--- src/rtl/seven_segment_display_formatter_macros.svh ---
// assertion macros for the seven-segment display formatter
// used by the top level only; compiled out when SYNTHESIS is defined
`ifndef SEVEN_SEGMENT_DISPLAY_FORMATTER_MACROS_SVH
`define SEVEN_SEGMENT_DISPLAY_FORMATTER_MACROS_SVH
`ifndef SYNTHESIS
// same-cycle implication
`define SSDF_ASSERT_IMP(name, clk, rst_n, ante, cons, msg) \
  name: assert property (@(posedge clk) disable iff (!rst_n) (ante) |-> (cons)) \
    else $error(msg);
// next-cycle implication
`define SSDF_ASSERT_NXT(name, clk, rst_n, ante, cons, msg) \
  name: assert property (@(posedge clk) disable iff (!rst_n) (ante) |=> (cons)) \
    else $error(msg);
`else
`define SSDF_ASSERT_IMP(name, clk, rst_n, ante, cons, msg)
`define SSDF_ASSERT_NXT(name, clk, rst_n, ante, cons, msg)
`endif
`endif

--- src/rtl/ssdf_pkg.sv ---
// shared types, constants and segment tables of the display formatter
// no dependencies
`default_nettype none

package ssdf_pkg;

  localparam int DIGITS = 4;

  // item modes (code three behaves as number mode)
  localparam logic [1:0] MODE_NUMBER = 2'd0;
  localparam logic [1:0] MODE_STRING = 2'd1;
  localparam logic [1:0] MODE_LABEL  = 2'd2;

  // controller commands
  localparam logic [7:0] CMD_CONTROL = 8'h48;
  localparam logic [7:0] CMD_DIG0    = 8'h68;
  localparam logic [7:0] CMD_DIG1    = 8'h6A;
  localparam logic [7:0] CMD_DIG2    = 8'h6C;
  localparam logic [7:0] CMD_DIG3    = 8'h6E;

  // segment and control bytes
  localparam logic [7:0] SEG_BLANK = 8'h00;
  localparam logic [7:0] SEG_MINUS = 8'h40;
  localparam logic [7:0] SEG_POINT = 8'h80;
  localparam logic [7:0] CTRL_OFF  = 8'h00;
  localparam logic [7:0] CTRL_ON   = 8'h01;

  // ascii codes
  localparam logic [7:0] CHR_LO_A  = 8'h61;
  localparam logic [7:0] CHR_LO_Z  = 8'h7A;
  localparam logic [7:0] CHR_UP_A  = 8'h41;
  localparam logic [7:0] CHR_UP_Z  = 8'h5A;
  localparam logic [7:0] CHR_ZERO  = 8'h30;
  localparam logic [7:0] CHR_NINE  = 8'h39;
  localparam logic [7:0] CHR_MINUS = 8'h2D;
  localparam logic [7:0] CHR_DOT   = 8'h2E;

  localparam logic [13:0] NUM_MAX = 14'd9999;

  typedef logic [DIGITS-1:0][7:0] seg_row_t;
  typedef logic [DIGITS-1:0][7:0] char_row_t;

  // per-lane display selection
  typedef struct packed {
    logic use_char;
    logic use_digit;
  } lane_ctl_t;

  // output sequencer states: idle, then one per beat
  typedef enum logic [2:0] {
    SEQ_IDLE,
    SEQ_CTRL,
    SEQ_DIG0,
    SEQ_DIG1,
    SEQ_DIG2,
    SEQ_DIG3
  } seq_state_t;

  // digit patterns 0..9 then letters a..z
  function automatic logic [7:0] seg_pattern(input logic [5:0] idx);
    logic [7:0] s;
    case (idx)
      6'd0:  s = 8'h3F;  6'd1:  s = 8'h06;  6'd2:  s = 8'h5B;  6'd3:  s = 8'h4F;
      6'd4:  s = 8'h66;  6'd5:  s = 8'h6D;  6'd6:  s = 8'h7D;  6'd7:  s = 8'h07;
      6'd8:  s = 8'h7F;  6'd9:  s = 8'h6F;  6'd10: s = 8'h77;  6'd11: s = 8'h7C;
      6'd12: s = 8'h39;  6'd13: s = 8'h5E;  6'd14: s = 8'h79;  6'd15: s = 8'h71;
      6'd16: s = 8'h3D;  6'd17: s = 8'h76;  6'd18: s = 8'h0F;  6'd19: s = 8'h0E;
      6'd20: s = 8'h75;  6'd21: s = 8'h38;  6'd22: s = 8'h37;  6'd23: s = 8'h54;
      6'd24: s = 8'h5C;  6'd25: s = 8'h73;  6'd26: s = 8'h67;  6'd27: s = 8'h31;
      6'd28: s = 8'h49;  6'd29: s = 8'h78;  6'd30: s = 8'h3E;  6'd31: s = 8'h1C;
      6'd32: s = 8'h7E;  6'd33: s = 8'h64;  6'd34: s = 8'h6E;  6'd35: s = 8'h59;
      default: s = SEG_BLANK;
    endcase
    return s;
  endfunction

  // ascii character to segment byte; capitals light the point
  function automatic logic [7:0] char_to_seg(input logic [7:0] c);
    logic [7:0] s;
    s = SEG_BLANK;
    if (c >= CHR_LO_A && c <= CHR_LO_Z) begin
      s = seg_pattern(6'(c - CHR_LO_A) + 6'd10);
    end else if (c >= CHR_UP_A && c <= CHR_UP_Z) begin
      s = seg_pattern(6'(c - CHR_UP_A) + 6'd10) | SEG_POINT;
    end else if (c >= CHR_ZERO && c <= CHR_NINE) begin
      s = seg_pattern(6'(c - CHR_ZERO));
    end else if (c == CHR_MINUS) begin
      s = SEG_MINUS;
    end else if (c == CHR_DOT) begin
      s = SEG_POINT;
    end
    return s;
  endfunction

  // reciprocal of the decimal weight of a position, scaled by 2^24
  function automatic logic [24:0] lane_recip(input logic [1:0] pos);
    logic [24:0] r;
    case (pos)
      2'd0:    r = 25'd16778;
      2'd1:    r = 25'd167773;
      2'd2:    r = 25'd1677722;
      default: r = 25'd16777216;
    endcase
    return r;
  endfunction

  // a number-mode digit shows once the value reaches this limit
  function automatic logic [13:0] lane_blank_limit(input logic [1:0] pos);
    logic [13:0] l;
    case (pos)
      2'd0:    l = 14'd1000;
      2'd1:    l = 14'd100;
      2'd2:    l = 14'd10;
      default: l = 14'd0;
    endcase
    return l;
  endfunction

endpackage

`default_nettype wire

--- src/rtl/ssdf_lane.sv ---
// one display position: decimal digit extraction and segment encoding
// depends on ssdf_pkg
`default_nettype none

module ssdf_lane
  import ssdf_pkg::*;
(
  input  wire logic        clk,
  input  wire logic        adv,
  input  wire logic [1:0]  lane_pos,
  input  wire logic [1:0]  mode,
  input  wire logic [2:0]  length,
  input  wire logic [13:0] v,
  input  wire logic [7:0]  ch,
  output logic      [7:0]  seg
);

  logic [38:0] prod4;
  logic [13:0] q4_nxt, q4_r;
  lane_ctl_t   ctl4_nxt, ctl4_r;
  logic [7:0]  ch4_r;

  logic [26:0] prod5;
  logic [9:0]  t5_nxt, t5_r;
  logic [13:0] q5_r;
  lane_ctl_t   ctl5_r;
  logic [7:0]  ch5_r;

  logic [13:0] diff;
  logic [3:0]  digit;

  // quotient by the position weight
  always_comb begin
    prod4  = 39'(v) * 39'(lane_recip(lane_pos));
    q4_nxt = prod4[37:24];
  end

  // what this position shows
  always_comb begin
    case (mode)
      MODE_STRING: begin
        ctl4_nxt.use_char  = length >= (3'(DIGITS) - {1'b0, lane_pos});
        ctl4_nxt.use_digit = 1'b0;
      end
      MODE_LABEL: begin
        ctl4_nxt.use_char  = length > {1'b0, lane_pos};
        ctl4_nxt.use_digit = !(length > {1'b0, lane_pos});
      end
      default: begin
        ctl4_nxt.use_char  = 1'b0;
        ctl4_nxt.use_digit = v >= lane_blank_limit(lane_pos);
      end
    endcase
  end

  always_ff @(posedge clk) begin
    if (adv) begin
      q4_r   <= q4_nxt;
      ctl4_r <= ctl4_nxt;
      ch4_r  <= ch;
    end
  end

  // quotient by ten
  always_comb begin
    prod5  = 27'(q4_r) * 27'd6554;
    t5_nxt = prod5[25:16];
  end

  always_ff @(posedge clk) begin
    if (adv) begin
      q5_r   <= q4_r;
      t5_r   <= t5_nxt;
      ctl5_r <= ctl4_r;
      ch5_r  <= ch4_r;
    end
  end

  // remainder is the digit, then encode
  always_comb begin
    diff  = q5_r - ({1'b0, t5_r, 3'b000} + {3'b000, t5_r, 1'b0});
    digit = diff[3:0];
    if (ctl5_r.use_char) begin
      seg = char_to_seg(ch5_r);
    end else if (ctl5_r.use_digit) begin
      seg = seg_pattern({2'b00, digit});
    end else begin
      seg = SEG_BLANK;
    end
  end

endmodule

`default_nettype wire

--- config.mk ---
export PLATFORM = sky130hd
export DESIGN_NAME = ssdf_lane
export DESIGN_NICKNAME = d
export VERILOG_FILES = /design/src/rtl/seven_segment_display_formatter_macros.svh /design/src/rtl/ssdf_pkg.sv /design/src/rtl/ssdf_lane.sv
export SDC_FILE = /design/constraint.sdc
export NUM_CORES = 1
export LEC_CHECK = 0
export BUFFER_PORTS_ARGS = -buffer_cell sky130_fd_sc_hd__clkbuf_2
export CAP_MARGIN = 15
export CORE_MARGIN = 2
export CORE_UTILIZATION = 40
export DETAILED_ROUTE_END_ITERATION = 7
export PLACE_DENSITY_LB_ADDON = 0.1
export SYNTH_ARGS = -nofsm -noshare
export SYNTH_HDL_FRONTEND = slang
export SYNTH_SLANG_ARGS = --single-unit
--- constraint.sdc ---
create_clock -name clk -period 13.7 [get_ports clk]
set_input_delay 0.685 -clock clk [delete_from_list [all_inputs] [get_ports clk]]
set_output_delay 0.685 -clock clk [all_outputs]
set_load 0.02 [all_outputs]
==> flow_metrics.py <==
metrics = {
    "outcome": {
        "status": "completed",
    },
    "global_routing": {
        "gr-usage-met3_pct": 1.133,
        "met2_usage_pct": 36.28,
        "first_global_vias": 10890,
        "antenna_found_initial": 0,
        "busiest_layer": "met2",
        "groute.usage.overall_pct": 21.04,
        "overflow": 0,
        "grtUsageMet1_pct": 29.19,
        "grt_pass1_wl_mm": 59.89,
        "grt_max_degree": 42,
    },
    "floorplan": {
        "initial_core_util_pct": 40.72,
        "fp-row-count": 68,
        "die_y_um": 191.8,
        "dieArea_um2": 36770,
        "dieWidth_um": 191.8,
        "core_area_um2": 34630,
        "io_pins": 39,
    },
    "yosys": {
        "yosysSeqAreaShare_pct": 8.732,
        "synth.distinct_cells": 75,
        "synthArstFlopShare_pct": 0,
        "syn_inst": 1514,
        "synth.net_count": 2029,
        "ys.flop_type": "edfxtp_1",
        "yosys_warnings": 0,
        "synth_edf_count": 41,
        "synth.cell_area_um2": 14100,
        "synth-seq-cells": 41,
        "syn_area_per_cell_um2": 9.313,
    },
    "detailed_routing": {
        "viasPerCell": 5.180,
        "vias": 10260,
        "drc": 0,
        "wl_per_cell_um": 18.72,
        "wirelength_mm": 37.07,
        "first_iter_violations": 635,
        "ant_nets": 0,
        "first_pass_iters": 5,
    },
    "worst_setup_path": {
        "rr_worst_depth": 13,
        "cp.arrival_ps": 7510,
        "worstPathRequired_ps": 13740,
        "worstSetupEndpoint": "q4_r[6]",
        "end_kind": "flip-flop",
        "r2r-end": "t5_r[2]",
        "cp-start-kind": "primary input",
        "crit_type": "in -> reg",
        "r2r-start": "q4_r[2]",
        "crit_start": "lane_pos[0]",
        "ff2ff_setup_slack_ps": 9000,
        "cp_max_fo": 16,
    },
    "min_path": {
        "min_path_type": "reg -> reg",
        "whs_path_depth": 0,
    },
    "timing": {
        "max_freq_mhz": 133.9,
        "period_minus_slack_ps": 7468,
        "setup_slack_ps": 6232,
        "rsz0062_at_grt": "false",
        "skew_ps": 11.26,
        "tns_ps": 0,
        "worst_pin_slew_ps": 1098,
        "fin_crit_sh_pct": 54.51,
        "slew_viol_final": 0,
        "timing.final.hold_violations": 0,
        "setup-violations-final": 0,
        "slew_headroom_pct": 26.80,
    },
    "final_layout": {
        "antenna_cells": 0,
        "post-route-cell-area_um2": 14870,
        "drive_above_1_share_pct": 4.525,
        "fillers": 3468,
        "layout_commonest_cell": "inv_1",
        "layout_common_cells": "351 x inv_1, 257 x ha_1, 227 x fa_1, 92 x nand2_1, 71 x a21oi_1",
        "nets": 2039,
        "area_growth_syn_to_layout_pct": 5.458,
    },
    "clocking": {
        "cts_hold_buffers": 0,
        "htree_levels": 2,
        "clk_latency_ps": 300,
        "postCtsSetupRepairBufs": 0,
        "clockBufferDepth": 2,
        "clock_sinks": 41,
        "cts_buffers": 5,
        "clkTransAtPathRegs_ps": 70,
        "root_buffer": "clkbuf_16",
        "cts_resized": 0,
        "cts_tree": "built",
    },
    "flow_run": {
        "maxCapViolCount": 0,
    },
    "placed_design": {
        "io_buffers": 38,
        "dp_hpwl_mm": 31.91,
        "placed_area_um2": 14720,
        "routabilityCongestion": 0.9062,
        "pre_cts_ws_ps": 5962,
    },
}
[Yosys cell counts, drive strengths merged, types with 4 or more instances]
| library cell | instances | share of area (%) |
|---|---|---|
| or3 | 6 | 0.27 |
| a21oi | 72 | 2.6 |
| nand2b | 21 | 0.93 |
| nor2b | 15 | 0.67 |
| a21o | 13 | 0.69 |
| nand2 | 92 | 2.4 |
| buf | 6 | 0.29 |
| clkbuf | 32 | 0.86 |
| mux2i | 4 | 0.28 |
| o21a | 4 | 0.21 |
| o211ai | 9 | 0.48 |
| nor2 | 49 | 1.3 |
| o21ai | 55 | 2.0 |
| o31ai | 10 | 0.63 |
| a31oi | 13 | 0.58 |
| nor3 | 28 | 0.99 |
| a2111oi | 4 | 0.25 |
| o2111ai | 6 | 0.37 |
| inv | 352 | 9.4 |
| o21bai | 5 | 0.27 |
| a221oi | 6 | 0.37 |
| ha | 257 | 23 |
| xnor2 | 35 | 2.4 |
| o22ai | 6 | 0.27 |
| nand4 | 8 | 0.35 |
| and2 | 43 | 1.9 |
| xor2 | 8 | 0.50 |
| nand3 | 15 | 0.53 |
| edfxtp | 41 | 8.7 |
| a211oi | 12 | 0.64 |
| fa | 227 | 32 |
| and3 | 5 | 0.22 |
[flip-flops by register name (all words and copies together), names as in the netlist]
name and flops:
ch4_r 8, ch5_r 8, ctl4_r 2, ctl5_r 2
q4_r 14, q5_r 4, t5_r 3
[worst max-delay path, stage by stage]
cell and delay (ps):
clkbuf_2 170, inv_1 110, ha_1 460, or2_2 550
ha_1 290, fa_1 530, inv_1 60, fa_1 510
inv_1 60, fa_1 500, inv_1 50, fa_1 470
inv_1 50, fa_1 580, fa_1 430, ha_1 280
a2111oi_0 510, o21ai_0 170, nand2_1 110, o311ai_1 130
a41oi_1 470, o31ai_1 170, xor2_1 160
[how the worst min path moves through the flow]
stage	from	end
global route	ch4_r[2]	ch5_r[2]
detailed placement	ch4_r[2]	ch5_r[2]
CTS	ch4_r[2]	ch5_r[2]
floorplan	ch4_r[0]	ch5_r[0]
finish	ch4_r[2]	ch5_r[2]
global placement	ch4_r[2]	ch5_r[2]
[layout make-up]
class                           instances  area (um^2)  share of cell area, %
Clock inverter                          3        25.02                 0.1683
Inverter                              353         1325                  8.911
Sequential cell                        41         1231                  8.280
Multi-Input combinational cell       1082        11380                  76.54
Tap cell                              455        569.3                  3.829
Clock buffer                            5        125.1                 0.8415
Timing Repair Buffer                   41        212.7                  1.430
[per-stage QoR]
| stage | std cells | hold WS [ps] | util (%) |
|---|---|---|---|
| finish | 1980 | 409.0 | 42.94 |
| global placement | 1972 | 401.0 | 42.51 |
| global route | 1980 | 425.5 | 42.94 |
| detailed placement | 1972 | 404.5 | 42.51 |
| floorplan | 1514 | 400.3 | - |
| CTS | 1980 | 410.5 | 42.94 |
[metal layers]
metal	part of all wire [%]	wire (um)
met1	47	17530
met2	48	17800
met5	0	0
met4	2.1	771
met3	2.6	965
[kinds of logic (layout without fill, tap and decap cells)]
logic type	count (synthesis)	count (layout)	share of synthesized area [%]
mux	8	8	0.6833
fa+ha+maj	484	484	55.04
compound gates	249	249	11.57
simple gates	298	298	10.52
buf+inv	391	402	10.55
xor+xnor	43	43	2.911
flops	41	41	8.732
Power is not shown: default switching activity piles up to over one toggle a cycle in this logic, so the estimate is an artifact.
