===== config.mk =====
export PLATFORM = sky130hd
export DESIGN_NAME = ssdf_seq
export DESIGN_NICKNAME = d
export VERILOG_FILES = /design/src/rtl/seven_segment_display_formatter_macros.svh /design/src/rtl/ssdf_pkg.sv /design/src/rtl/ssdf_seq.sv
export SDC_FILE = /design/constraint.sdc
export NUM_CORES = 1
export LEC_CHECK = 0
export ABC_AREA = 1
export ABC_CLOCK_PERIOD_IN_PS = 4200
export BUFFER_PORTS_ARGS = -buffer_cell sky130_fd_sc_hd__buf_2
export CELL_PAD_IN_SITES_DETAIL_PLACEMENT = 2
export CELL_PAD_IN_SITES_GLOBAL_PLACEMENT = 2
export CORE_MARGIN = 8
export CORE_UTILIZATION = 31
export DETAILED_ROUTE_END_ITERATION = 8
export PLACE_DENSITY = 0.86
export SYNTH_ARGS = -nofsm -noshare
export SYNTH_HDL_FRONTEND = slang
export SYNTH_SLANG_ARGS = --single-unit

===== constraint.sdc =====
create_clock -name clk -period 4.2 [get_ports clk]
set_input_delay 0.63 -clock clk [delete_from_list [all_inputs] [get_ports clk]]
set_output_delay 0.63 -clock clk [all_outputs]
set_load 0.05 [all_outputs]

===== src/rtl/seven_segment_display_formatter_macros.svh =====
// assertion macros for the seven-segment display formatter
// used by the top level only; compiled out when SYNTHESIS is defined
`ifndef SEVEN_SEGMENT_DISPLAY_FORMATTER_MACROS_SVH
`define SEVEN_SEGMENT_DISPLAY_FORMATTER_MACROS_SVH
`ifndef SYNTHESIS
// same-cycle implication
`define SSDF_ASSERT_IMP(name, clk, rst_n, ante, cons, msg) \
  name: assert property (@(posedge clk) disable iff (!rst_n) (ante) |-> (cons)) \
    else $error(msg);
// next-cycle implication
`define SSDF_ASSERT_NXT(name, clk, rst_n, ante, cons, msg) \
  name: assert property (@(posedge clk) disable iff (!rst_n) (ante) |=> (cons)) \
    else $error(msg);
`else
`define SSDF_ASSERT_IMP(name, clk, rst_n, ante, cons, msg)
`define SSDF_ASSERT_NXT(name, clk, rst_n, ante, cons, msg)
`endif
`endif


===== src/rtl/ssdf_pkg.sv =====
// shared types, constants and segment tables of the display formatter
// no dependencies
`default_nettype none

package ssdf_pkg;

  localparam int DIGITS = 4;

  // item modes (code three behaves as number mode)
  localparam logic [1:0] MODE_NUMBER = 2'd0;
  localparam logic [1:0] MODE_STRING = 2'd1;
  localparam logic [1:0] MODE_LABEL  = 2'd2;

  // controller commands
  localparam logic [7:0] CMD_CONTROL = 8'h48;
  localparam logic [7:0] CMD_DIG0    = 8'h68;
  localparam logic [7:0] CMD_DIG1    = 8'h6A;
  localparam logic [7:0] CMD_DIG2    = 8'h6C;
  localparam logic [7:0] CMD_DIG3    = 8'h6E;

  // segment and control bytes
  localparam logic [7:0] SEG_BLANK = 8'h00;
  localparam logic [7:0] SEG_MINUS = 8'h40;
  localparam logic [7:0] SEG_POINT = 8'h80;
  localparam logic [7:0] CTRL_OFF  = 8'h00;
  localparam logic [7:0] CTRL_ON   = 8'h01;

  // ascii codes
  localparam logic [7:0] CHR_LO_A  = 8'h61;
  localparam logic [7:0] CHR_LO_Z  = 8'h7A;
  localparam logic [7:0] CHR_UP_A  = 8'h41;
  localparam logic [7:0] CHR_UP_Z  = 8'h5A;
  localparam logic [7:0] CHR_ZERO  = 8'h30;
  localparam logic [7:0] CHR_NINE  = 8'h39;
  localparam logic [7:0] CHR_MINUS = 8'h2D;
  localparam logic [7:0] CHR_DOT   = 8'h2E;

  localparam logic [13:0] NUM_MAX = 14'd9999;

  typedef logic [DIGITS-1:0][7:0] seg_row_t;
  typedef logic [DIGITS-1:0][7:0] char_row_t;

  // per-lane display selection
  typedef struct packed {
    logic use_char;
    logic use_digit;
  } lane_ctl_t;

  // output sequencer states: idle, then one per beat
  typedef enum logic [2:0] {
    SEQ_IDLE,
    SEQ_CTRL,
    SEQ_DIG0,
    SEQ_DIG1,
    SEQ_DIG2,
    SEQ_DIG3
  } seq_state_t;

  // digit patterns 0..9 then letters a..z
  function automatic logic [7:0] seg_pattern(input logic [5:0] idx);
    logic [7:0] s;
    case (idx)
      6'd0:  s = 8'h3F;  6'd1:  s = 8'h06;  6'd2:  s = 8'h5B;  6'd3:  s = 8'h4F;
      6'd4:  s = 8'h66;  6'd5:  s = 8'h6D;  6'd6:  s = 8'h7D;  6'd7:  s = 8'h07;
      6'd8:  s = 8'h7F;  6'd9:  s = 8'h6F;  6'd10: s = 8'h77;  6'd11: s = 8'h7C;
      6'd12: s = 8'h39;  6'd13: s = 8'h5E;  6'd14: s = 8'h79;  6'd15: s = 8'h71;
      6'd16: s = 8'h3D;  6'd17: s = 8'h76;  6'd18: s = 8'h0F;  6'd19: s = 8'h0E;
      6'd20: s = 8'h75;  6'd21: s = 8'h38;  6'd22: s = 8'h37;  6'd23: s = 8'h54;
      6'd24: s = 8'h5C;  6'd25: s = 8'h73;  6'd26: s = 8'h67;  6'd27: s = 8'h31;
      6'd28: s = 8'h49;  6'd29: s = 8'h78;  6'd30: s = 8'h3E;  6'd31: s = 8'h1C;
      6'd32: s = 8'h7E;  6'd33: s = 8'h64;  6'd34: s = 8'h6E;  6'd35: s = 8'h59;
      default: s = SEG_BLANK;
    endcase
    return s;
  endfunction

  // ascii character to segment byte; capitals light the point
  function automatic logic [7:0] char_to_seg(input logic [7:0] c);
    logic [7:0] s;
    s = SEG_BLANK;
    if (c >= CHR_LO_A && c <= CHR_LO_Z) begin
      s = seg_pattern(6'(c - CHR_LO_A) + 6'd10);
    end else if (c >= CHR_UP_A && c <= CHR_UP_Z) begin
      s = seg_pattern(6'(c - CHR_UP_A) + 6'd10) | SEG_POINT;
    end else if (c >= CHR_ZERO && c <= CHR_NINE) begin
      s = seg_pattern(6'(c - CHR_ZERO));
    end else if (c == CHR_MINUS) begin
      s = SEG_MINUS;
    end else if (c == CHR_DOT) begin
      s = SEG_POINT;
    end
    return s;
  endfunction

  // reciprocal of the decimal weight of a position, scaled by 2^24
  function automatic logic [24:0] lane_recip(input logic [1:0] pos);
    logic [24:0] r;
    case (pos)
      2'd0:    r = 25'd16778;
      2'd1:    r = 25'd167773;
      2'd2:    r = 25'd1677722;
      default: r = 25'd16777216;
    endcase
    return r;
  endfunction

  // a number-mode digit shows once the value reaches this limit
  function automatic logic [13:0] lane_blank_limit(input logic [1:0] pos);
    logic [13:0] l;
    case (pos)
      2'd0:    l = 14'd1000;
      2'd1:    l = 14'd100;
      2'd2:    l = 14'd10;
      default: l = 14'd0;
    endcase
    return l;
  endfunction

endpackage

`default_nettype wire


===== src/rtl/ssdf_seq.sv =====
// merges the four lane results into five controller write beats
// depends on ssdf_pkg
`default_nettype none

module ssdf_seq
  import ssdf_pkg::*;
(
  input  wire logic       clk,
  input  wire logic       rst_n,
  input  wire logic       load_valid,
  output logic            load_ready,
  input  wire seg_row_t   segs,
  input  wire logic [7:0] ctrl_byte,
  output logic            out_valid,
  input  wire logic       out_ready,
  output logic      [7:0] out_command_byte,
  output logic      [7:0] out_data_byte,
  output logic            out_last_write
);

  seq_state_t state_r, state_nxt;
  seg_row_t   segs_r;

  assign load_ready = (state_r == SEQ_IDLE) || (state_r == SEQ_DIG3 && out_ready);

  // next state
  always_comb begin
    state_nxt = state_r;
    unique case (state_r)
      SEQ_IDLE: if (load_valid) state_nxt = SEQ_CTRL;
      SEQ_CTRL: if (out_ready) state_nxt = SEQ_DIG0;
      SEQ_DIG0: if (out_ready) state_nxt = SEQ_DIG1;
      SEQ_DIG1: if (out_ready) state_nxt = SEQ_DIG2;
      SEQ_DIG2: if (out_ready) state_nxt = SEQ_DIG3;
      SEQ_DIG3: begin
        if (out_ready) state_nxt = load_valid ? SEQ_CTRL : SEQ_IDLE;
      end
      default: state_nxt = SEQ_IDLE;
    endcase
  end

  always_ff @(posedge clk) begin
    if (!rst_n) begin
      state_r <= SEQ_IDLE;
    end else begin
      state_r <= state_nxt;
    end
  end

  // hold the segment row for the item being sent
  always_ff @(posedge clk) begin
    if (load_valid && load_ready) begin
      segs_r <= segs;
    end
  end

  // beat contents, digit writes in controller order
  always_comb begin
    out_valid        = 1'b1;
    out_last_write   = 1'b0;
    out_command_byte = CMD_CONTROL;
    out_data_byte    = ctrl_byte;
    unique case (state_r)
      SEQ_IDLE: begin
        out_valid = 1'b0;
      end
      SEQ_CTRL: begin
        out_command_byte = CMD_CONTROL;
        out_data_byte    = ctrl_byte;
      end
      SEQ_DIG0: begin
        out_command_byte = CMD_DIG0;
        out_data_byte    = segs_r[3];
      end
      SEQ_DIG1: begin
        out_command_byte = CMD_DIG1;
        out_data_byte    = segs_r[0];
      end
      SEQ_DIG2: begin
        out_command_byte = CMD_DIG2;
        out_data_byte    = segs_r[1];
      end
      SEQ_DIG3: begin
        out_command_byte = CMD_DIG3;
        out_data_byte    = segs_r[2];
        out_last_write   = 1'b1;
      end
      default: begin
        out_valid = 1'b0;
      end
    endcase
  end

endmodule

`default_nettype wire


==> impl_metrics.csv, run 1 <==
group,metric,value,unit
routing,drc,0,
worst_setup_path,startpoint,"state_r[0]$_SDFFE_PN0P_",
sta,max_clock_freq,0.360,GHz
worst_hold_path,hold_path.class,"input port to register",
global_routing,grt_pass1_vias,1560,
final_layout,syn2layout_area_growth,22.2,%
clock_network,htree_levels,2,
routing,num_vias,1381,
placement,gp_congestion,0.778,
routing,viasPerCell,4.73,
final_layout,num_antenna_cells,0,
sta,clock_skew,0.00463,ns
run,cap_violations,0,
worst_setup_path,crit_type,"register to output port",
global_routing,gr-usage-all-layers,13.1,%
routing,first_iter_violations,57,
pwr,power.total,1.74,mW
clock_network,clockBufferDepth,2,
yosys,synth.distinct_cells,20,
floorplan,ios,63,
sta,finalSetupTns,0,ns
sta,setup_violations,0,
floorplan,die_y,89.7,um
pwr,p_leak,0.948,nW
final_layout,nets,263,
clock_network,cts_buffers,5,
placement,place.port_buffers,57,
yosys,syn_inst,163,
worst_setup_path,r2r_start,"state_r[0]$_SDFFE_PN0P_",
clock_network,cts_root_buf,"clkbuf_8",
final_layout,final_util,38.3,%
routing,drtPass1Iterations,4,
worst_setup_path,start_kind,"register",
final_layout,layout_commonest_cell,"buf_2",
clock_network,cts_resized,0,
sta,hold_violations,0,
yosys,yosys.area.top_type_share,57.1,%
floorplan,start_util,31.3,%
yosys,yosys.area.top_type,"edfxtp_1",
pwr,power.density,845,nW/um^2
worst_setup_path,cp.required,3.57,ns
floorplan,fp-row-count,27,
global_routing,grt_pass1_wl,7800,um
yosys,synth_area_leaders,"edfxtp_1, nand2_1, nand4_1",
routing,ant_nets,0,
worst_setup_path,cp.arrival,2.15,ns
clock_network,clk-insertion-delay-late,0.28,ns
final_layout,n_fill_cell,623,
yosys,yosysWarningCount,0,
floorplan,die_w,89.7,um
clock_network,clkTransAtPathRegs,0.07,ns
routing,routedWlPerCell,16.3,um
placement,place_hpwl,3700,um
yosys,seq_area_frac_synth,60.7,%
clock_network,cts_setup_buffers,0,
yosys,syn_area,1680,um^2
worst_setup_path,r2r_slack,1.90,ns
worst_setup_path,ff2ff_path_depth,5,
worst_setup_path,worstSetupEndpointType,"output port",
yosys,synth_area_per_cell,10.3,um^2
sta,max_slew_margin,56.0,%
final_layout,drive_gt1_share,33.6,%
floorplan,coreArea,5370,um^2
sta,setup_slack,1.42,ns
clock_network,clock_sinks,35,
final_layout,mostFrequentLayoutCells,"buf_2, nand2_1, edfxtp_1",
sta,period_minus_slack,2.78,ns
worst_setup_path,timing.rr.end,"segs_r[4]$_DFFE_PP_",
global_routing,grt_max_degree,33,
pwr,ir_drop,0.000398,V
clock_network,cts_tree,"done",
routing,routed_wirelength,4760,um
sta,finalCritPeriodShare,66.1,%
floorplan,design.die.area,8040,um^2
global_routing,gr-total-overflow,0,
worst_setup_path,endpoint,"out_data_byte[3]",
placement,dp_slack,1.71,ns
status,status,"finished clean",
global_routing,grt_antenna_before_repair,0,
sta,drv_slew,0,
sta,worst_slew_pin_slew,0.659,ns
yosys,synth_seq_cells,35,
sta,rsz0062_at_grt,"no",
clock_network,cts_hold_buf,0,
worst_setup_path,crit_path_max_fanout,14,
## routing by layer
metal | GRT usage (%) | part of all wire, %
met5 | 0 | 0
met3 | 4.19 | 5.5
met4 | 5.89 | 1.9
met1 | 13.6 | 38
met2 | 23.3 | 54
## registers in the layout, summed over array words and instances, names as in the netlist
name / count
segs_r: 32
state_r: 3
## final cells by class
type	instances	area, um^2	share of cell area (%)
Sequential cell	35	1020	49.6
Multi-Input combinational cell	105	519	25.2
Timing Repair Buffer	58	293	14.2
Tap cell	72	90.1	4.38
Clock buffer	7	76.3	3.71
Inverter	14	52.6	2.55
Clock inverter	1	5.00	0.243
## stage by stage
step,hold slack [ns],instance area (um^2),instances
global route,0.503,2060,292
global placement,0.808,1980,284
CTS,0.508,2060,292
finish,0.515,2060,292
detailed placement,0.809,1980,284
floorplan,0.612,1690,166
## report_power, final
| group | total (mW) | switching [mW] | internal, mW |
|---|---|---|---|
| Clock | 0.230 | 0.114 | 0.116 |
| Sequential | 0.587 | 0.0856 | 0.501 |
| Combinational | 0.920 | 0.717 | 0.203 |
## synth_stat cells (all sizes together)
cell    count
buf        12
nand3      17
inv        14
a21oi       3
nand4      17
conb        2
dfxtp       3
nand2      42
o21ai       8
nor2       12
edfxtp     32
a21boi      1
## cells by family after synthesis
kind of cell / share of synthesized area [%]
and+or+nand+nor: 25.8
DFF: 60.7
buffers and inverters: 9.37
AOI/OAI and AO/OA: 3.72
other: 0.446
## worst max-delay path: stages, from the launching register on
cell	delay, ns
dfxtp_1	0.69
nand3_2	0.35
inv_2	0.27
nand2_1	0.07
nand2_1	0.10
nor2_1	0.06
nand2_1	0.05
buf_2	0.26
## how the worst min path moves through the flow
stage,endpoint,start,cells past startpoint
floorplan,state_r[0]$_SDFFE_PN0P_,state_r[0]$_SDFFE_PN0P_,4
global placement,segs_r[19]$_DFFE_PP_,segs[19],1
detailed placement,segs_r[21]$_DFFE_PP_,segs[21],1
CTS,segs_r[21]$_DFFE_PP_,segs[21],1
global route,segs_r[4]$_DFFE_PP_,segs[4],1
finish,segs_r[31]$_DFFE_PP_,segs[31],1
(Power assumes the default switching activity.)
==> inputs of run 2 (changes only) <==
--- a/config.mk
+++ b/config.mk
@@ -5,15 +5,15 @@
 export SDC_FILE = /design/constraint.sdc
 export NUM_CORES = 1
 export LEC_CHECK = 0
-export ABC_AREA = 1
-export ABC_CLOCK_PERIOD_IN_PS = 4200
+export ABC_AREA = 0
+export ABC_CLOCK_PERIOD_IN_PS = 2550
 export BUFFER_PORTS_ARGS = -buffer_cell sky130_fd_sc_hd__buf_2
 export CELL_PAD_IN_SITES_DETAIL_PLACEMENT = 2
 export CELL_PAD_IN_SITES_GLOBAL_PLACEMENT = 2
 export CORE_MARGIN = 8
-export CORE_UTILIZATION = 31
+export CORE_UTILIZATION = 27
 export DETAILED_ROUTE_END_ITERATION = 8
-export PLACE_DENSITY = 0.86
+export PLACE_DENSITY = 0.76
 export SYNTH_ARGS = -nofsm -noshare
 export SYNTH_HDL_FRONTEND = slang
 export SYNTH_SLANG_ARGS = --single-unit
==> constraint.sdc (replaced) <==
create_clock -name clk -period 2.55 [get_ports clk]
set_input_delay 0.3825 -clock clk [delete_from_list [all_inputs] [get_ports clk]]
set_output_delay 0.3825 -clock clk [all_outputs]
set_load 0.05 [all_outputs]
==> run 2 against run 1 <==
Final area rose by 0.43%. Sequential share of layout area fell by 0.21 points. First-iteration DRC count up 47%. Synthesized cell count shrank 20%. Via count decreased by 13%. Largest cell class unchanged.
==> impl_metrics.csv, run 2 <==
group,metric,value,unit
status,status,"finished clean",
worst_setup_path,r2r_slack,0.66,ns
sta,clock_skew,0.00317,ns
routing,num_vias,1208,
global_routing,grt_antenna_before_repair,0,
sta,finalSetupTns,0,ns
clock_network,cts_tree,"done",
routing,viasPerCell,4.56,
worst_setup_path,critPathBufInv,2,
final_layout,mostFrequentLayoutCells,"buf_2, edfxtp_1, o21ai_0",
global_routing,grt_max_degree,35,
clock_network,clock_sinks,35,
yosys,synth.distinct_cells,28,
worst_setup_path,slowest_delay,0.43,ns
yosys,syn_area,1640,um^2
placement,dp.cells,257,
clock_network,clkTransAtPathRegs,0.07,ns
yosys,synth_commonest_cells,"edfxtp_1, o21ai_0, nor2b_1",
routing,ant_nets,0,
yosys,synth_area_per_cell,12.5,um^2
pwr,ir_drop,0.000232,V
final_layout,drive_gt1_share,37.9,%
global_routing,use_met1,11.9,%
placement,place_hpwl,3580,um
final_layout,nets,233,
yosys,yosys.area.top_type_share,58.6,%
yosys,synth.most_common_cell,"edfxtp_1",
routing,drc,0,
yosys,synth-main-ff-cell,"edfxtp_1",
global_routing,grt.busiest_layer,"met2",
final_layout,largest-register,"segs_r",
routing,routed_wirelength,4540,um
worst_setup_path,ff2ff_path_depth,4,
worst_setup_path,cp_slowest_cell,"dfxtp_1",
yosys,synth_seq_cells,35,
final_layout,largest_reg_flops,32,
run,cap_violations,0,
final_layout,finalNonFillerCells,265,
routing,first_iter_violations,84,
floorplan,coreArea,5890,um^2
final_layout,layout_commonest_cell,"buf_2",
worst_setup_path,cp.required,2.17,ns
worst_hold_path,hold_path.class,"input port to register",
placement,place.port_buffers,57,
sta,max_clock_freq,0.458,GHz
global_routing,gr-usage-all-layers,10.6,%
yosys,yosysWarningCount,0,
floorplan,design.die.area,8830,um^2
yosys,async_flop_share,0,%
global_routing,grt_use_met3,4.32,%
final_layout,final_util,35.1,%
final_layout,top_regs,"segs_r x32, state_r x3",
global_routing,met2_usage,16.7,%
worst_hold_path,worstHoldEndpoint,"segs_r[6]$_DFFE_PP_",
sta,setup_violations,0,
sta,period_minus_slack,2.18,ns
pwr,p_comb_share,25.2,%
yosys,seq_area_frac_synth,62.2,%
yosys,yosys.area.top_type,"edfxtp_1",
final_layout,syn2layout_area_growth,25.9,%
floorplan,die_y,93.9,um
pwr,p_sw,0.472,mW
yosys,syn_inst,131,
sta,rsz0062_at_grt,"no",
worst_hold_path,hp-start,"segs[6]",
clock_network,clk-insertion-delay-late,0.29,ns
pwr,pwr-share-clk,26.6,%
yosys,synth_area_leaders,"edfxtp_1, mux2i_1, o21ai_0",
clock_network,clockBufferDepth,2,
floorplan,ios,63,
final_layout,num_antenna_cells,0,
clock_network,htree_levels,2,
clock_network,cts_resized,0,
worst_setup_path,crit_type,"register to output port",
global_routing,gr-total-overflow,0,
pwr,p_leak,0.841,nW
floorplan,fp-row-count,28,
worst_setup_path,r2r_start,"state_r[0]$_SDFFE_PN0P_",
pwr,power.density,711,nW/um^2
worst_hold_path,worst_hold_path.num_cells,1,
clock_network,cts_buffers,5,
global_routing,grt_pass1_vias,1373,
worst_setup_path,crit_path_max_fanout,19,
sta,finalCritPeriodShare,85.6,%
yosys,synth_edf_count,32,
worst_setup_path,cp.arrival,1.80,ns
worst_setup_path,start_kind,"register",
floorplan,start_util,27.9,%
pwr,seq_power_share,48.2,%
global_routing,grt_pass1_wl,7070,um
clock_network,cts_hold_buf,0,
worst_setup_path,cp_top_family,"buffers and inverters",
floorplan,die_w,93.9,um
placement,gp_congestion,0.686,
clock_network,cts_root_buf,"clkbuf_8",
final_layout,n_fill_cell,646,
routing,routedWlPerCell,17.1,um
routing,drtPass1Iterations,4,
pwr,intPower,0.997,mW
worst_setup_path,cp_cell_sequence,"buf_4 > mux2i_1 > a211o_1 > o21ai_0 > buf_2",
sta,drv_slew,0,
clock_network,cts_setup_buffers,0,
sta,hold_violations,0,
worst_setup_path,worstSetupEndpointType,"output port",
pwr,switching_share,32.1,%
worst_setup_path,timing.rr.end,"segs_r[24]$_DFFE_PP_",
-- run 2: cell count changes after synthesis, sizes merged, moves of 8 or more --
cell / before / now
a211o: 0 / 8
a211oi: 0 / 9
inv: 14 / 1
mux2i: 0 / 8
nand2: 42 / 2
nand3: 17 / 1
nand4: 17 / 0
nor2b: 0 / 10
o21ai: 8 / 16
-- run 2: worst max path at each step --
stage                           end  slack, ns               startpoint  depth (start not counted)
3_5_place_dp   segs_r[21]$_DFFE_PP_       0.60                out_ready                          5
5_1_grt            out_data_byte[7]       0.21  state_r[1]$_SDFFE_PN0P_                          5
4_1_cts            out_data_byte[1]       0.31  state_r[0]$_SDFFE_PN0P_                          5
2_1_floorplan   out_command_byte[1]       0.21  state_r[1]$_SDFFE_PN0P_                          4
3_3_place_gp   segs_r[13]$_DFFE_PP_       0.69                out_ready                          5
6_report           out_data_byte[1]       0.37  state_r[0]$_SDFFE_PN0P_                          5
-- run 2: worst reg2reg max path: stages, from the launching register on --
cell      delay [ns]
dfxtp_1         0.43
nand2_1         0.18
a211oi_2        0.27
and2_2          0.45
buf_4           0.26
-- run 2: cell families (layout without fill, tap and decap cells) --
kind of cell | Yosys count | in the layout | share of synthesized area [%]
AO/OA/AOI/OAI | 38 | 38 | 15.6
flip-flops | 35 | 35 | 62.2
AND/OR/NAND/NOR | 30 | 30 | 9.61
buffers and inverters | 16 | 72 | 6.10
multiplexers | 8 | 8 | 4.88
other | 2 | 5 | 0.458
XOR/XNOR | 2 | 2 | 1.07
-- run 2: power groups by stage --
stage | registers, mW | logic [mW] | clock network [mW]
floorplan | 0.714 | 0.273 | 0
CTS | 0.708 | 0.378 | 0.408
global placement | 0.717 | 0.362 | 0
detailed placement | 0.722 | 0.376 | 0
global route | 0.713 | 0.403 | 0.432
finish | 0.707 | 0.370 | 0.391
-- run 2: metal layers --
metal	vias up	part of all wire, %
met3	6	8.4
met2	44	46
met4	0	2.3
met1	570	43
met5	-	0
li1	588	-
-- run 2: layout make-up --
class,instances,area (um^2),share of cell area [%]
inverters,1,3.75,0.182
flip-flops and latches,35,1020,49.4
multi-input cells,83,532,25.7
clock buffers,6,72.6,3.51
repair buffers,63,330,16.0
clock inverters,2,12.5,0.606
well taps,75,93.8,4.54
-- run 2: per-stage QoR --
| stage | hold slack (ns) | worst slack (ns) | power (mW) | cell area [um^2] |
|---|---|---|---|---|
| after floorplan | 0.481 | 0.208 | 0.987 | 1650 |
| after global placement | 0.562 | 0.687 | 1.08 | 1980 |
| after detailed placement | 0.562 | 0.601 | 1.10 | 1980 |
| after CTS | 0.255 | 0.307 | 1.49 | 2070 |
| after global routing | 0.248 | 0.206 | 1.55 | 2070 |
| final | 0.266 | 0.367 | 1.47 | 2070 |
==> inputs of run 3 (changes only) <==
--- a/config.mk
+++ b/config.mk
@@ -10,10 +10,11 @@
 export BUFFER_PORTS_ARGS = -buffer_cell sky130_fd_sc_hd__buf_2
 export CELL_PAD_IN_SITES_DETAIL_PLACEMENT = 2
 export CELL_PAD_IN_SITES_GLOBAL_PLACEMENT = 2
-export CORE_MARGIN = 8
+export CORE_MARGIN = 2
 export CORE_UTILIZATION = 27
 export DETAILED_ROUTE_END_ITERATION = 8
 export PLACE_DENSITY = 0.76
+export RECOVER_POWER = 25
 export SYNTH_ARGS = -nofsm -noshare
 export SYNTH_HDL_FRONTEND = slang
 export SYNTH_SLANG_ARGS = --single-unit
==> run 3 against run 2 <==
Count of clock-buffer cells in the layout fell by 1. Clock power fell by 4%. Register-to-register slack got worse by 0.09 ns. Combinational power fell by 3%. Power fell by 1.3%. Global-route usage rose by 2.8 points.
==> impl_metrics.csv, run 3 (same netlist as run 2, synthesis figures left out) <==
group,metric,value,unit
global_routing,grt_pass1_wl,6420,um
final_layout,layout_commonest_cell,"buf_2",
status,status,"finished clean",
floorplan,ios,63,
clock_network,cts_buffers,5,
final_layout,drive_gt1_share,37.8,%
final_layout,fin_area,2060,um^2
final_layout,num_antenna_cells,0,
final_layout,largest-register,"segs_r",
routing,num_vias,1217,
global_routing,grt_max_degree,33,
final_layout,largest_reg_flops,32,
routing,routed_wirelength,4110,um
final_layout,final_util,34.9,%
floorplan,die_y,81.9,um
worst_setup_path,worstSetupEndpointType,"output port",
sta,period_minus_slack,2.29,ns
clock_network,cts_setup_buffers,0,
clock_network,cts_tree,"done",
clock_network,cts_hold_buf,0,
worst_setup_path,ff2ff_path_depth,4,
worst_hold_path,worst_hold_path.num_cells,1,
worst_setup_path,cp.arrival,1.91,ns
pwr,ir_drop,0.000223,V
global_routing,gr-total-overflow,0,
sta,finalCritPeriodShare,90.0,%
global_routing,grt_antenna_before_repair,0,
pwr,power.density,705,nW/um^2
worst_setup_path,crit_path_max_fanout,12,
floorplan,coreArea,5890,um^2
routing,viasPerCell,4.63,
pwr,p_leak,0.836,nW
clock_network,clock_sinks,35,
final_layout,n_fill_cell,654,
sta,hold_violations,0,
placement,place_hpwl,3070,um
routing,ant_nets,0,
clock_network,clk-insertion-delay-late,0.29,ns
routing,drtPass1Iterations,4,
sta,max_clock_freq,0.436,GHz
sta,drv_slew,0,
sta,rsz0062_at_grt,"no",
clock_network,htree_levels,2,
clock_network,clockBufferDepth,2,
floorplan,fp-row-count,28,
worst_hold_path,hold_path.class,"input port to register",
floorplan,start_util,27.9,%
floorplan,die_w,81.9,um
placement,gp_congestion,0.773,
routing,first_iter_violations,78,
global_routing,grt_pass1_vias,1294,
worst_setup_path,cp.required,2.17,ns
run,cap_violations,0,
final_layout,nets,233,
clock_network,cts_resized,0,
global_routing,gr-usage-all-layers,13.4,%
worst_setup_path,crit_type,"register to output port",
sta,finalSetupTns,0,ns
placement,placed_cell_area,1980,um^2
clock_network,clkTransAtPathRegs,0.07,ns
sta,setup_violations,0,
routing,routedWlPerCell,15.6,um
clock_network,cts_root_buf,"clkbuf_8",
sta,clock_skew,0.00419,ns
final_layout,top_regs,"segs_r x32, state_r x3",
final_layout,syn2layout_area_growth,25.4,%
placement,place.port_buffers,57,
floorplan,design.die.area,6710,um^2
final_layout,mostFrequentLayoutCells,"buf_2, edfxtp_1, o21ai_0",
worst_setup_path,start_kind,"register",
routing,drc,0,
[run 3: cell count changes in the layout (fill, tap and decap cells not counted), sizes merged]
cell / change
clkinv: -1
clkbuf: -1
[run 3: final cells by class]
class / instances / area, um^2 / area share (%)
repair buffers: 63 / 330 / 16.1
clock buffers: 5 / 68.8 / 3.35
flip-flops and latches: 35 / 1020 / 49.6
well taps: 75 / 93.8 / 4.56
multi-input cells: 83 / 532 / 25.9
clock inverters: 1 / 7.51 / 0.365
inverters: 1 / 3.75 / 0.182
[run 3: through the flow]
step,setup slack (ns),total power [mW],hold WS (ns),cells
after global routing,0.112,1.53,0.250,263
after detailed placement,0.540,1.10,0.562,257
after CTS,0.217,1.47,0.257,263
after floorplan,0.208,0.987,0.481,134
after global placement,0.571,1.08,0.563,257
final,0.255,1.45,0.265,263
[run 3: where the power goes]
group	switching (mW)	internal (mW)
Sequential	0.0255	0.691
Combinational	0.243	0.115
Clock	0.194	0.181
[run 3: critical path, cell delays in order, from the launching register on]
cell and delay, ns:
dfxtp_1 0.56, buf_4 0.28, mux2i_1 0.09, a211o_1 0.29, o21ai_0 0.10, buf_2 0.30
[run 3: layer usage]
layer	global-route usage (%)	routed length, um	vias to the layer above
met2	21.8	1970	42
met5	0	0	-
met1	16.4	1820	582
met3	3.85	214	7
li1	-	-	586
met4	6.17	98	0
[run 3: worst paths after layout]
kind,startpoint,end,slack (ns)
hold / removal,segs[27],segs_r[27]$_DFFE_PP_,0.26
setup / recovery,state_r[0]$_SDFFE_PN0P_,out_data_byte[7],0.26
hold reg to reg,state_r[2]$_SDFFE_PN0P_,state_r[0]$_SDFFE_PN0P_,0.67
setup reg to reg,state_r[0]$_SDFFE_PN0P_,segs_r[5]$_DFFE_PP_,0.57
